<file path="src/rtl/tbse_pkg.sv">
// Shared types, codes and trit helper functions for the ternary block signature encoder.
`default_nettype none

package tbse_pkg;

  typedef logic [1:0] trit_t;

  typedef enum logic [1:0] {
    KIND_PIXEL  = 2'd0,
    KIND_HGRAD  = 2'd1,
    KIND_VGRAD  = 2'd2,
    KIND_HTRANS = 2'd3
  } kind_t;

  typedef enum logic [1:0] {
    PH_FIRST = 2'd0,
    PH_MID   = 2'd1,
    PH_LAST  = 2'd2
  } phase_t;

  localparam trit_t TRIT_NEG  = 2'd0;
  localparam trit_t TRIT_ZERO = 2'd1;
  localparam trit_t TRIT_POS  = 2'd2;

  localparam logic [4:0] CODE_FLAT = 5'd13;

  localparam logic [7:0] HIGH_THRESHOLD_RESET = 8'd170;
  localparam logic [7:0] LOW_THRESHOLD_RESET  = 8'd85;

  localparam logic REG_HIGH_THRESHOLD = 1'b0;
  localparam logic REG_LOW_THRESHOLD  = 1'b1;

  localparam int NUM_SLOTS = 4;

  typedef struct packed {
    logic [7:0] high;
    logic [7:0] low;
  } thresh_t;

  typedef struct packed {
    kind_t      kind;
    logic [4:0] row;
    logic [3:0] blk;
    logic [4:0] code;
  } result_t;

  typedef struct packed {
    logic [NUM_SLOTS-1:0]          mask;
    result_t [NUM_SLOTS-1:0]       res;
  } group_t;

  function automatic trit_t quantize(input logic [7:0] pix, input thresh_t thr);
    trit_t t;
    if (pix > thr.high) begin
      t = TRIT_POS;
    end else if (pix < thr.low) begin
      t = TRIT_NEG;
    end else begin
      t = TRIT_ZERO;
    end
    return t;
  endfunction

  // Clamped difference b - a of two coded trits, coded the same way.
  function automatic trit_t cdiff(input trit_t a, input trit_t b);
    trit_t t;
    if (b > a) begin
      t = TRIT_POS;
    end else if (b < a) begin
      t = TRIT_NEG;
    end else begin
      t = TRIT_ZERO;
    end
    return t;
  endfunction

  function automatic logic [4:0] code3(input trit_t a, input trit_t b, input trit_t c);
    logic [4:0] sum;
    sum = 5'(a) * 5'd9 + 5'(b) * 5'd3 + 5'(c);
    return sum;
  endfunction

endpackage

`default_nettype wire

</file>
<file path="src/rtl/tbse_regs.sv">
// Configuration register file with an APB-style access port for the two thresholds.
`default_nettype none

module tbse_regs (
  input  wire logic            clk,
  input  wire logic            rst,
  input  wire logic            psel,
  input  wire logic            penable,
  input  wire logic            pwrite,
  input  wire logic [2:0]      paddr,
  input  wire logic [31:0]     pwdata,
  output logic [31:0]          prdata,
  output logic                 pready,
  output tbse_pkg::thresh_t    thr
);
  import tbse_pkg::*;

  logic wr_en;

  assign pready = 1'b1;
  assign wr_en  = psel && penable && pwrite && pready;

  always_ff @(posedge clk) begin
    if (rst) begin
      thr.high <= HIGH_THRESHOLD_RESET;
      thr.low  <= LOW_THRESHOLD_RESET;
    end else if (wr_en) begin
      case (paddr[2])
        REG_HIGH_THRESHOLD: thr.high <= pwdata[7:0];
        REG_LOW_THRESHOLD:  thr.low  <= pwdata[7:0];
        default: ;
      endcase
    end
  end

  always_comb begin
    case (paddr[2])
      REG_HIGH_THRESHOLD: prdata = {24'd0, thr.high};
      REG_LOW_THRESHOLD:  prdata = {24'd0, thr.low};
      default:            prdata = 32'd0;
    endcase
  end

endmodule

`default_nettype wire

</file>
<file path="src/rtl/tbse_encode.sv">
// Pixel quantizer, raster position counters, row store and result group builder.
`default_nettype none

module tbse_encode #(
  parameter int IMAGE_WIDTH  = 28,
  parameter int IMAGE_HEIGHT = 28
) (
  input  wire logic              clk,
  input  wire logic              rst,
  input  wire logic              in_valid,
  output logic                   in_stall,
  input  wire logic [7:0]        pixel,
  input  wire tbse_pkg::thresh_t thr,
  output logic                   grp_valid,
  output tbse_pkg::group_t       grp,
  input  wire logic              grp_take
);
  import tbse_pkg::*;

  localparam int NBLK = IMAGE_WIDTH / 3;
  localparam int XW   = $clog2(IMAGE_WIDTH);
  localparam int YW   = $clog2(IMAGE_HEIGHT);
  localparam int BW   = $clog2(NBLK + 1);

  logic [XW-1:0] col;
  logic [XW-1:0] col_next;
  logic [YW-1:0] row_cnt;
  logic [YW-1:0] row_cnt_next;
  logic [BW-1:0] blk_cnt;
  logic [BW-1:0] blk_cnt_next;
  phase_t        phase;
  phase_t        phase_next;

  trit_t         row_mem [IMAGE_WIDTH];
  trit_t         above;

  logic [7:0]    recent;
  logic [7:0]    recent_next;
  logic [5:0]    recent_vert;
  logic [5:0]    recent_vert_next;
  logic [5:0]    prev_block;

  logic          accept;
  trit_t         e;
  logic          last_col;
  logic          last_row;
  logic          in_range;
  logic          first_blk;
  logic [31:0]   row_wide;
  logic [31:0]   row_up_wide;
  logic [31:0]   blk_wide;
  logic [31:0]   blk_left_wide;
  logic [4:0]    hcode;
  logic [4:0]    pcode;
  logic [4:0]    tcode;
  logic [4:0]    vcode;
  logic [4:0]    ecode;
  group_t        grp_new;

  assign in_stall = grp_valid && !grp_take;
  assign accept   = in_valid && !in_stall;

  assign e         = quantize(pixel, thr);
  assign last_col  = (col == XW'(IMAGE_WIDTH - 1));
  assign last_row  = (row_cnt == YW'(IMAGE_HEIGHT - 1));
  assign in_range  = (32'(blk_cnt) < NBLK);
  assign first_blk = (blk_cnt == '0);

  assign recent_next = {recent[5:0], e};
  assign recent_vert_next = (row_cnt != '0) ? {recent_vert[3:0], cdiff(above, e)}
                                            : recent_vert;

  always_comb begin
    col_next     = last_col ? '0 : col + XW'(1);
    row_cnt_next = row_cnt;
    if (last_col) begin
      row_cnt_next = last_row ? '0 : row_cnt + YW'(1);
    end
    blk_cnt_next = blk_cnt;
    phase_next   = phase;
    if (last_col) begin
      blk_cnt_next = '0;
      phase_next   = PH_FIRST;
    end else begin
      case (phase)
        PH_FIRST: phase_next = PH_MID;
        PH_MID:   phase_next = PH_LAST;
        PH_LAST: begin
          phase_next   = PH_FIRST;
          blk_cnt_next = blk_cnt + BW'(1);
        end
        default:  phase_next = PH_FIRST;
      endcase
    end
  end

  assign row_wide      = 32'(row_cnt);
  assign row_up_wide   = 32'(row_cnt - YW'(1));
  assign blk_wide      = 32'(blk_cnt);
  assign blk_left_wide = 32'(blk_cnt - BW'(1));

  assign hcode = code3(cdiff(recent_next[7:6], recent_next[5:4]),
                       cdiff(recent_next[5:4], recent_next[3:2]),
                       cdiff(recent_next[3:2], recent_next[1:0]));
  assign pcode = code3(recent_next[5:4], recent_next[3:2], recent_next[1:0]);
  assign tcode = code3(cdiff(prev_block[5:4], recent_next[5:4]),
                       cdiff(prev_block[3:2], recent_next[3:2]),
                       cdiff(prev_block[1:0], recent_next[1:0]));
  assign vcode = code3(recent_vert_next[5:4], recent_vert_next[3:2], recent_vert_next[1:0]);
  assign ecode = code3(cdiff(recent_next[5:4], recent_next[3:2]),
                       cdiff(recent_next[3:2], recent_next[1:0]), TRIT_ZERO);

  always_comb begin
    grp_new = '0;
    case (phase)
      PH_FIRST: begin
        grp_new.mask[0]     = !first_blk;
        grp_new.res[0].kind = KIND_HGRAD;
        grp_new.res[0].blk  = blk_left_wide[3:0];
        grp_new.res[0].code = hcode;
      end
      PH_MID: begin
        grp_new.mask[0]     = in_range && last_row;
        grp_new.res[0].kind = KIND_VGRAD;
        grp_new.res[0].blk  = blk_wide[3:0];
        grp_new.res[0].code = CODE_FLAT;
      end
      PH_LAST: begin
        grp_new.mask[0]     = in_range;
        grp_new.res[0].kind = KIND_PIXEL;
        grp_new.res[0].blk  = blk_wide[3:0];
        grp_new.res[0].code = pcode;
        grp_new.mask[1]     = in_range && !first_blk;
        grp_new.mask[2]     = in_range && (row_cnt != '0);
        grp_new.mask[3]     = in_range && last_col;
      end
      default: ;
    endcase
    grp_new.res[0].row  = row_wide[4:0];
    grp_new.res[1].kind = KIND_HTRANS;
    grp_new.res[1].row  = row_wide[4:0];
    grp_new.res[1].blk  = blk_left_wide[3:0];
    grp_new.res[1].code = tcode;
    grp_new.res[2].kind = KIND_VGRAD;
    grp_new.res[2].row  = row_up_wide[4:0];
    grp_new.res[2].blk  = blk_wide[3:0];
    grp_new.res[2].code = vcode;
    grp_new.res[3].kind = KIND_HGRAD;
    grp_new.res[3].row  = row_wide[4:0];
    grp_new.res[3].blk  = blk_wide[3:0];
    grp_new.res[3].code = ecode;
  end

  // The entry for the next column is fetched as the current one is written.
  always_ff @(posedge clk) begin
    if (accept) begin
      row_mem[col] <= e;
      above        <= row_mem[col_next];
    end
  end

  always_ff @(posedge clk) begin
    if (accept) begin
      grp <= grp_new;
    end
  end

  always_ff @(posedge clk) begin
    if (rst) begin
      col         <= '0;
      row_cnt     <= '0;
      blk_cnt     <= '0;
      phase       <= PH_FIRST;
      recent      <= '0;
      recent_vert <= '0;
      prev_block  <= '0;
      grp_valid   <= 1'b0;
    end else begin
      if (accept && (grp_new.mask != '0)) begin
        grp_valid <= 1'b1;
      end else if (grp_take) begin
        grp_valid <= 1'b0;
      end
      if (accept) begin
        col         <= col_next;
        row_cnt     <= row_cnt_next;
        blk_cnt     <= blk_cnt_next;
        phase       <= phase_next;
        recent      <= recent_next;
        recent_vert <= recent_vert_next;
        if (phase == PH_LAST && in_range) begin
          prev_block <= recent_next[5:0];
        end
      end
    end
  end

`ifndef SYNTHESIS
  a_position_consistent: assert property (@(posedge clk) disable iff (rst)
    32'(col) == 32'(blk_cnt) * 3 + 32'(phase))
    else $error("column counter disagrees with block and phase counters");

  a_column_wraps: assert property (@(posedge clk) disable iff (rst)
    accept && last_col |=> (col == '0) && (phase == PH_FIRST) && (blk_cnt == '0))
    else $error("raster position did not wrap at the end of a row");

  a_group_held: assert property (@(posedge clk) disable iff (rst)
    grp_valid && !grp_take |=> grp_valid && $stable(grp))
    else $error("pending result group was lost or changed");
`endif

endmodule

`default_nettype wire

</file>
<file path="src/rtl/tbse_serial.sv">
// Output stage that sends the results of one pixel group one per cycle while out_stall is low.
`default_nettype none

module tbse_serial (
  input  wire logic             clk,
  input  wire logic             rst,
  input  wire logic             grp_valid,
  input  wire tbse_pkg::group_t grp,
  output logic                  grp_take,
  output logic                  out_valid,
  input  wire logic             out_stall,
  output tbse_pkg::result_t     res,
  output logic                  last
);
  import tbse_pkg::*;

  logic [NUM_SLOTS-1:0]    pend;
  logic [NUM_SLOTS-1:0]    pend_next;
  logic [NUM_SLOTS-1:0]    low_bit;
  result_t [NUM_SLOTS-1:0] held;
  logic                    out_fire;

  assign out_valid = (pend != '0);
  assign low_bit   = pend & (~pend + NUM_SLOTS'(1));
  assign last      = ((pend & (pend - NUM_SLOTS'(1))) == '0);
  assign out_fire  = out_valid && !out_stall;
  assign pend_next = out_fire ? (pend & ~low_bit) : pend;
  assign grp_take  = grp_valid && (pend_next == '0);

  always_comb begin
    res = held[0];
    for (int i = NUM_SLOTS - 1; i >= 0; i--) begin
      if (pend[i]) begin
        res = held[i];
      end
    end
  end

  always_ff @(posedge clk) begin
    if (grp_take) begin
      held <= grp.res;
    end
  end

  always_ff @(posedge clk) begin
    if (rst) begin
      pend <= '0;
    end else if (grp_take) begin
      pend <= grp.mask;
    end else begin
      pend <= pend_next;
    end
  end

`ifndef SYNTHESIS
  a_group_continues: assert property (@(posedge clk) disable iff (rst)
    out_fire && !last |=> out_valid && $stable(held))
    else $error("result group ended before its last result");

  a_take_when_done: assert property (@(posedge clk) disable iff (rst)
    grp_take |-> !out_valid || (out_fire && last))
    else $error("new group taken while results of the current one remain");
`endif

endmodule

`default_nettype wire

</file>
<file path="src/rtl/ternary_block_signature_encoder_core.sv">
// Top level of the ternary block signature encoder: pixel input, code output, register port.
`default_nettype none

// Pixels enter in raster order; each pixel is quantized to a trit with the two threshold
// registers and gives zero to four codes (pixel block, horizontal gradient, vertical
// gradient, horizontal transition), sent one per cycle while out_stall is low, with last
// marking the final code of a pixel. A pixel is registered into the encoder's group
// register when accepted, and its group then moves to the output stage's held register,
// from which its first code is sent. The codes of a pixel take the single output port in
// turn, and a pixel with no codes is still accepted. A row inside a 28-pixel-wide image
// gives 35 codes. The output stage holds one group while the next pixel is encoded into a
// second group register, so in_stall only rises when both are full. The row store keeps
// one trit per column and needs no clearing after reset: row 0 writes every entry before
// any read is used. Threshold registers sit at byte addresses 0 (high) and 4 (low) and
// should only be written while no pixel is in flight.
module ternary_block_signature_encoder_core #(
  parameter int IMAGE_WIDTH  = 28,
  parameter int IMAGE_HEIGHT = 28
) (
  input  wire logic         clk,
  input  wire logic         rst,
  input  wire logic         psel,
  input  wire logic         penable,
  input  wire logic         pwrite,
  input  wire logic [2:0]   paddr,
  input  wire logic [31:0]  pwdata,
  output logic [31:0]       prdata,
  output logic              pready,
  input  wire logic         in_valid,
  output logic              in_stall,
  input  wire logic [7:0]   pixel,
  output logic              out_valid,
  input  wire logic         out_stall,
  output logic [1:0]        kind,
  output logic [4:0]        row,
  output logic [3:0]        block,
  output logic [4:0]        code,
  output logic              last
);
  import tbse_pkg::*;

  thresh_t thr;
  group_t  grp;
  logic    grp_valid;
  logic    grp_take;
  result_t res;

  tbse_regs u_regs (
    .clk     (clk),
    .rst     (rst),
    .psel    (psel),
    .penable (penable),
    .pwrite  (pwrite),
    .paddr   (paddr),
    .pwdata  (pwdata),
    .prdata  (prdata),
    .pready  (pready),
    .thr     (thr)
  );

  tbse_encode #(
    .IMAGE_WIDTH  (IMAGE_WIDTH),
    .IMAGE_HEIGHT (IMAGE_HEIGHT)
  ) u_encode (
    .clk       (clk),
    .rst       (rst),
    .in_valid  (in_valid),
    .in_stall  (in_stall),
    .pixel     (pixel),
    .thr       (thr),
    .grp_valid (grp_valid),
    .grp       (grp),
    .grp_take  (grp_take)
  );

  tbse_serial u_serial (
    .clk       (clk),
    .rst       (rst),
    .grp_valid (grp_valid),
    .grp       (grp),
    .grp_take  (grp_take),
    .out_valid (out_valid),
    .out_stall (out_stall),
    .res       (res),
    .last      (last)
  );

  assign kind  = res.kind;
  assign row   = res.row;
  assign block = res.blk;
  assign code  = res.code;

endmodule

`default_nettype wire
</file>
<file path="config.mk">
export PLATFORM = sky130hd
export DESIGN_NAME = ternary_block_signature_encoder_core
export DESIGN_NICKNAME = d
export VERILOG_FILES = /design/src/rtl/tbse_pkg.sv /design/src/rtl/tbse_regs.sv /design/src/rtl/tbse_encode.sv /design/src/rtl/tbse_serial.sv /design/src/rtl/ternary_block_signature_encoder_core.sv
export SDC_FILE = /design/constraint.sdc
export NUM_CORES = 1
export LEC_CHECK = 0
export CAP_MARGIN = 10
export CORE_ASPECT_RATIO = 1.2
export CORE_UTILIZATION = 55
export CTS_CLUSTER_SIZE = 30
export DETAILED_ROUTE_END_ITERATION = 12
export DONT_BUFFER_PORTS = 1
export GPL_TIMING_DRIVEN = 0
export PLACE_DENSITY = 0.79
export SLEW_MARGIN = 20
export SYNTH_ARGS = -nofsm -noshare
export SYNTH_HDL_FRONTEND = slang
export SYNTH_SLANG_ARGS = --single-unit
</file>
<file path="constraint.sdc">
create_clock -name clk -period 17.1 [get_ports clk]
set_input_delay 1.71 -clock clk [delete_from_list [all_inputs] [get_ports clk]]
set_output_delay 1.71 -clock clk [all_outputs]
set_load 0.1 [all_outputs]
</file>
Yosys cells after proc, flatten, opt, wreduce, memory -nomap -nowiden
Memory sizes are Yosys's and may differ from the RTL's. A register that Yosys moved wholly into a read port is not among the register bits.
Cells that the tools add are included.
Operators by class
  add/subtract/negate cells: 17
  $mul: 10
  div/mod/pow operators: 0
  magnitude comparators: 17
  equal/unequal tests: 4
  shifts and indexed selects: 0
  mux-type cells: 37
  bitwise gates (word level): 6
  reductions and logical operators: 30
Operator list (number)
  $mux W16: 4
  $pmux W32 S2: 1
  $pmux W9 S3: 1
  $add A5 B4 Y5: 5
  $mul A2 B4 Y5 const B: 5
  $add A5 B2 Y5: 4
  $mul A2 B2 Y4 const B: 5
  $mux W2: 9
  $mux W4: 4
  $add A5 B1 Y5 const B: 3
  $gt A2 B2 Y1: 7
  $lt A2 B2 Y1: 7
  $and A4 B4 Y4: 3
  $logic_and A1 B1 Y1: 12
  $logic_not A4 Y1: 3
  $mux W1: 12
  $eq A5 B5 Y1 const B: 2
  $mux W5: 2
  $reduce_and A2 Y1: 5
  $add A4 B1 Y4 const B: 2
  $gt A8 B8 Y1: 1
  $lt A8 B8 Y1: 1
  $not A4 Y4: 2
  $reduce_bool A4 Y1: 2
  other kinds (14): 19
Word-level totals
  register bits after elaboration: 147
  bits in latches: 0
  memory bits (writable): 56
  memory bits (read-only): 0
  output and inout bits: 52
  memories: 1
Memory list
  u_encode.row_mem: depth 28, width 2, read ports 1, clocked after memory_dff 1, write ports 1, line tbse_encode.sv:34  | trit_t row_mem [IMAGE_WIDTH];

Depth between registers and ports, before layout
  depth in word-level cells: 14
  depth in mapped cells: 21
  gate-level depth less buffers: 21

Hierarchy
Synthesis repeated with hierarchy kept, for this count alone.
Second synthesis, totals
  cell total of the unflattened synthesis: 922
  area, all modules: 11183.2 um^2
Modules (own cells, without submodules)
  tbse_encode: instances 1, cells each 643, area an instance 7493.4 um^2
  tbse_serial: instances 1, cells each 172, area an instance 2698.8 um^2
  tbse_regs: instances 1, cells each 107, area an instance 991.0 um^2

Least setup slack after synthesis
No wires, ideal clock.
  kind: input to register
  from: input port pixel[1]
  to: register, netlist name u_encode.grp[4]
  setup time: 265 ps
  data arrival time: 6651 ps
  required time: 16835 ps
  setup slack: 10183 ps
  cell stages on the path: 18
  path through: ha_1 > nor2b_1 > o211ai_1 > a21o_1 > a21boi_0 > a211o_1 > ha_1 > a21oi_1 > inv_1 > fa_1 > fa_1 > inv_1 > fa_1 > a31oi_1 > xor2_1 > nor2_1 > a21oi_1 > nor2_1
RTL lines
  start, declared: line ternary_block_signature_encoder_core.sv:31  | input wire logic [7:0] pixel,

==> results.toml <==
[synth]
synth_edf_count = 150
ys_ff_latch = 205
synthArstFlopShare = 0
ys.warnings.count = 0
synth_cell_types = 70
synthesis.area_um2 = 10400
postSynthAreaPerCell_um2 = 10.93
synth-main-ff-cell = "edfxtp_1"
syn_inst = 952
yosysSeqAreaShare = 0.5389

[floorplan]
die_w_um = 127.5
placementRows = 54
start_util = 0.5660
core_area_um2 = 18380
die_area_um2 = 19470
ios = 102
die_y_um = 152.6

[critical_path]
cpMaxStageDelayCell = "fa_1"
reg2reg_from = "u_regs.thr[14]$_SDFFE_PP0P_"
crit_top_cell = "a21oi_1"
critPathArrivalTime_ns = 5.68
max_stage_delay_ns = 0.57
reg2regPathDepth = 19
worstSetupEndpointType = "flip-flop"
crit_start = "pixel[6]"
path_cells = "ha_1 > a21oi_1 > nand2_1 > a21oi_1 > a21boi_4 > a211o_1 > ha_1 > a21oi_1 > inv_1 > fa_1 > fa_1 > inv_1 > fa_1 > a31oi_1 > xor2_1 > nor2_1 > a21oi_1 > nor2_1"
path_class = "input pin to flip-flop"
worstPathRequired_ns = 17.34
crit_path_max_fanout = 9
start_kind = "input pin"

[global_routing]
grt-ovfl-total = 0
grt_max_degree = 60
grt_usage = 0.2216
grt_antenna_before_repair = 0
grt_pass1_vias = 6983
grt_first_pass_wirelength_um = 34270

[job]
maxCapViolations = 0

[placement]
port-buffer-count = 0
place_area_um2 = 10980
gp_congestion = 0.9134
dpl.hpwl_um = 15440

[layout]
drive_gt1_frac = 0.1238
antenna_cells = 0
register_area_um2 = 5605
multi_input_area_um2 = 4297
synthToLayoutAreaGrowth_pct = 11.73
fin_area_um2 = 11620
nets = 1123
fill_cells = 1459

[timing]
fin_crit_ns = 5.443
drv_slew = 0
slew_headroom = 0.2571
finalSetupViolations = 0
rsz0062_at_grt = "false"
period_share = 0.3183
max_slew.worst_pin.slew_ns = 1.114
hold_viol = 0
fmax_mhz = 183.7
skew_ns = 0.02549
tns_ns = 0

[drt]
drt-initial-drc-count = 331
viasPerCell = 5.565
wire_per_inst_um = 16.83
num_vias = 7067
drtPass1Iterations = 5
ant_nets = 0
drc_errors = 0
wl_um = 21380

[clocking]
clk_pin_slew_ns = 0.06
post-cts-setup-buffer-count = 0
hold_buffers = 0
cts.sinks = 205
cts_buffer_depth = 3
htreeDepth = 1
numCtsBuffers = 21
insertion_delay_ns = 0.51
cts-root-buf = "clkbuf_16"
cts_tree = "built"
cts_resized = 0

[min_path]
min-delay-start = "u_encode.grp[49]$_DFFE_PP_"
hold_depth = 0
hold_class = "flip-flop to flip-flop"

[power_and_ir_drop]
p_per_area_nw_per_um2 = 104.5
ir_drop_mv = 0.09093
leakage_nw = 4.386

[outcome]
status = "completed"
==> cell usage after synthesis (8+ instances only) <==
| cell type | count | area, µm² |
|---|---|---|
| mux2i_1 | 20 | 200.2 |
| nand2b_1 | 13 | 81.33 |
| a21oi_1 | 70 | 350.3 |
| a22oi_1 | 8 | 60.06 |
| clkbuf_1 | 31 | 116.4 |
| xnor2_1 | 12 | 105.1 |
| a211oi_1 | 9 | 67.56 |
| dfxtp_1 | 55 | 1101 |
| nor2_1 | 94 | 352.8 |
| ha_1 | 59 | 738.2 |
| a211o_1 | 9 | 78.83 |
| mux2_2 | 14 | 157.7 |
| nor2b_1 | 10 | 62.56 |
| fa_1 | 11 | 220.2 |
| inv_1 | 68 | 255.2 |
| nor3_1 | 19 | 95.09 |
| nand3_1 | 23 | 115.1 |
| nor3b_1 | 11 | 82.58 |
| edfxtp_1 | 150 | 4504 |
| buf_4 | 28 | 210.2 |
| o21ai_0 | 42 | 210.2 |
| nand2_1 | 77 | 289.0 |
| xor2_1 | 9 | 78.83 |
==> path summary, 6_finish.rpt <==
check | endpoint | slack, ns
setup / recovery | u_encode.grp[4]$_DFFE_PP_ | 11.66
setup reg to reg | u_encode.grp[4]$_DFFE_PP_ | 12.48
hold reg to reg | u_serial.held[49]$_DFFE_PP_ | 0.42
hold / removal | u_serial.held[49]$_DFFE_PP_ | 0.42
==> metrics by stage <==
stage	setup slack [ns]	std cells	util	power [mW]	hold slack (ns)
floorplan	10.18	975	-	0.7531	0.4003
global placement	8.473	1227	0.5878	0.7902	0.4031
detailed placement	11.12	1232	0.5977	0.8008	0.4045
CTS	11.65	1270	0.6324	1.224	0.4163
global route	11.46	1270	0.6324	1.265	0.4263
finish	11.66	1270	0.6324	1.214	0.4153
==> worst max-delay path: cells and delay by family <==
kind | cells | cell delay [ns]
compound gates | 7 | 1.59
xor+xnor | 1 | 0.17
fa+ha+maj | 5 | 1.86
buf+inv | 2 | 0.18
simple gates | 3 | 0.17
==> power by group <==
part	switching [mW]	leakage, nW	internal [mW]	total [mW]
sequential	0.00922	1.81	0.570	0.579
clock	0.188	0.300	0.235	0.423
combinational	0.146	2.28	0.0654	0.212
==> logic make-up (layout without fill, tap and decap cells) <==
family / Yosys count / count (layout) / synth area share
simple gates: 285 / 285 / 0.1339
mux: 34 / 34 / 0.03440
compound gates: 192 / 192 / 0.1161
xor+xnor: 21 / 21 / 0.01768
fa+ha+maj: 71 / 71 / 0.09311
buf+inv: 142 / 185 / 0.06520
flops: 205 / 205 / 0.5389
other cells: 2 / 25 / 0.0007220
==> metal layers <==
| metal | vias up | global-route usage | wire (µm) |
|---|---|---|---|
| met5 | - | 0 | 0 |
| met4 | 0 | 0.08900 | 665 |
| met1 | 3362 | 0.2592 | 8604 |
| met2 | 202 | 0.4007 | 10860 |
| li1 | 3454 | - | - |
| met3 | 49 | 0.03617 | 1247 |
==> sequential cells by signal (all words and copies together), names as in the netlist <==
name,count
u_encode.grp_valid,1
u_encode.col,5
u_encode.row_mem,56
u_encode.recent,6
u_encode.phase,2
u_encode.row_cnt,5
u_encode.recent_vert,6
u_encode.grp,48
u_encode.blk_cnt,4
u_serial.pend,4
u_encode.prev_block,6
u_serial.held,44
u_regs.thr,16
u_encode.above,2
==> layout by cell type, fill, tap and decap left out, types with 4 or more instances in the layout <==
master      netlist  routed
a21o_1            7       7
or3_1             4       4
nand3b_1          5       5
nand2_1          77      77
edfxtp_1        150     150
a21oi_1          70      70
a21boi_0          5       4
dfxtp_1          55      55
ha_1             59      59
nor2b_1          10      10
nor3b_1          11      11
a211oi_1          9       9
clkinv_1          0       4
mux2_2           14      14
nand3_1          23      23
o21ai_0          42      25
mux2i_1          20      20
buf_6             4       4
a31oi_1           6       6
xnor2_1          12      12
a211o_1           9       9
clkbuf_16         0      21
inv_1            68      68
nor3_1           19      19
clkbuf_1         31      34
fa_1             11      11
and3_1            4       4
conb_1            2      25
nand4_1           6       6
xor2_1            9       9
a22oi_1           8       8
buf_1             3       4
o21ai_2           1      18
clkinvlp_4        0       4
nand2b_1         13      13
buf_4            28      28
buf_2             7       7
nor2_1           94      94
==> cell type report <==
type,count,share of cell area
flip-flops and latches,205,0.4823
multi-input cells,628,0.3697
clock buffers,26,0.04856
plain buffers,73,0.03596
well taps,252,0.02713
inverters,69,0.02239
repair buffers,5,0.007644
clock inverters,12,0.006245
No activity file was read; power rests on OpenSTA's default activity.
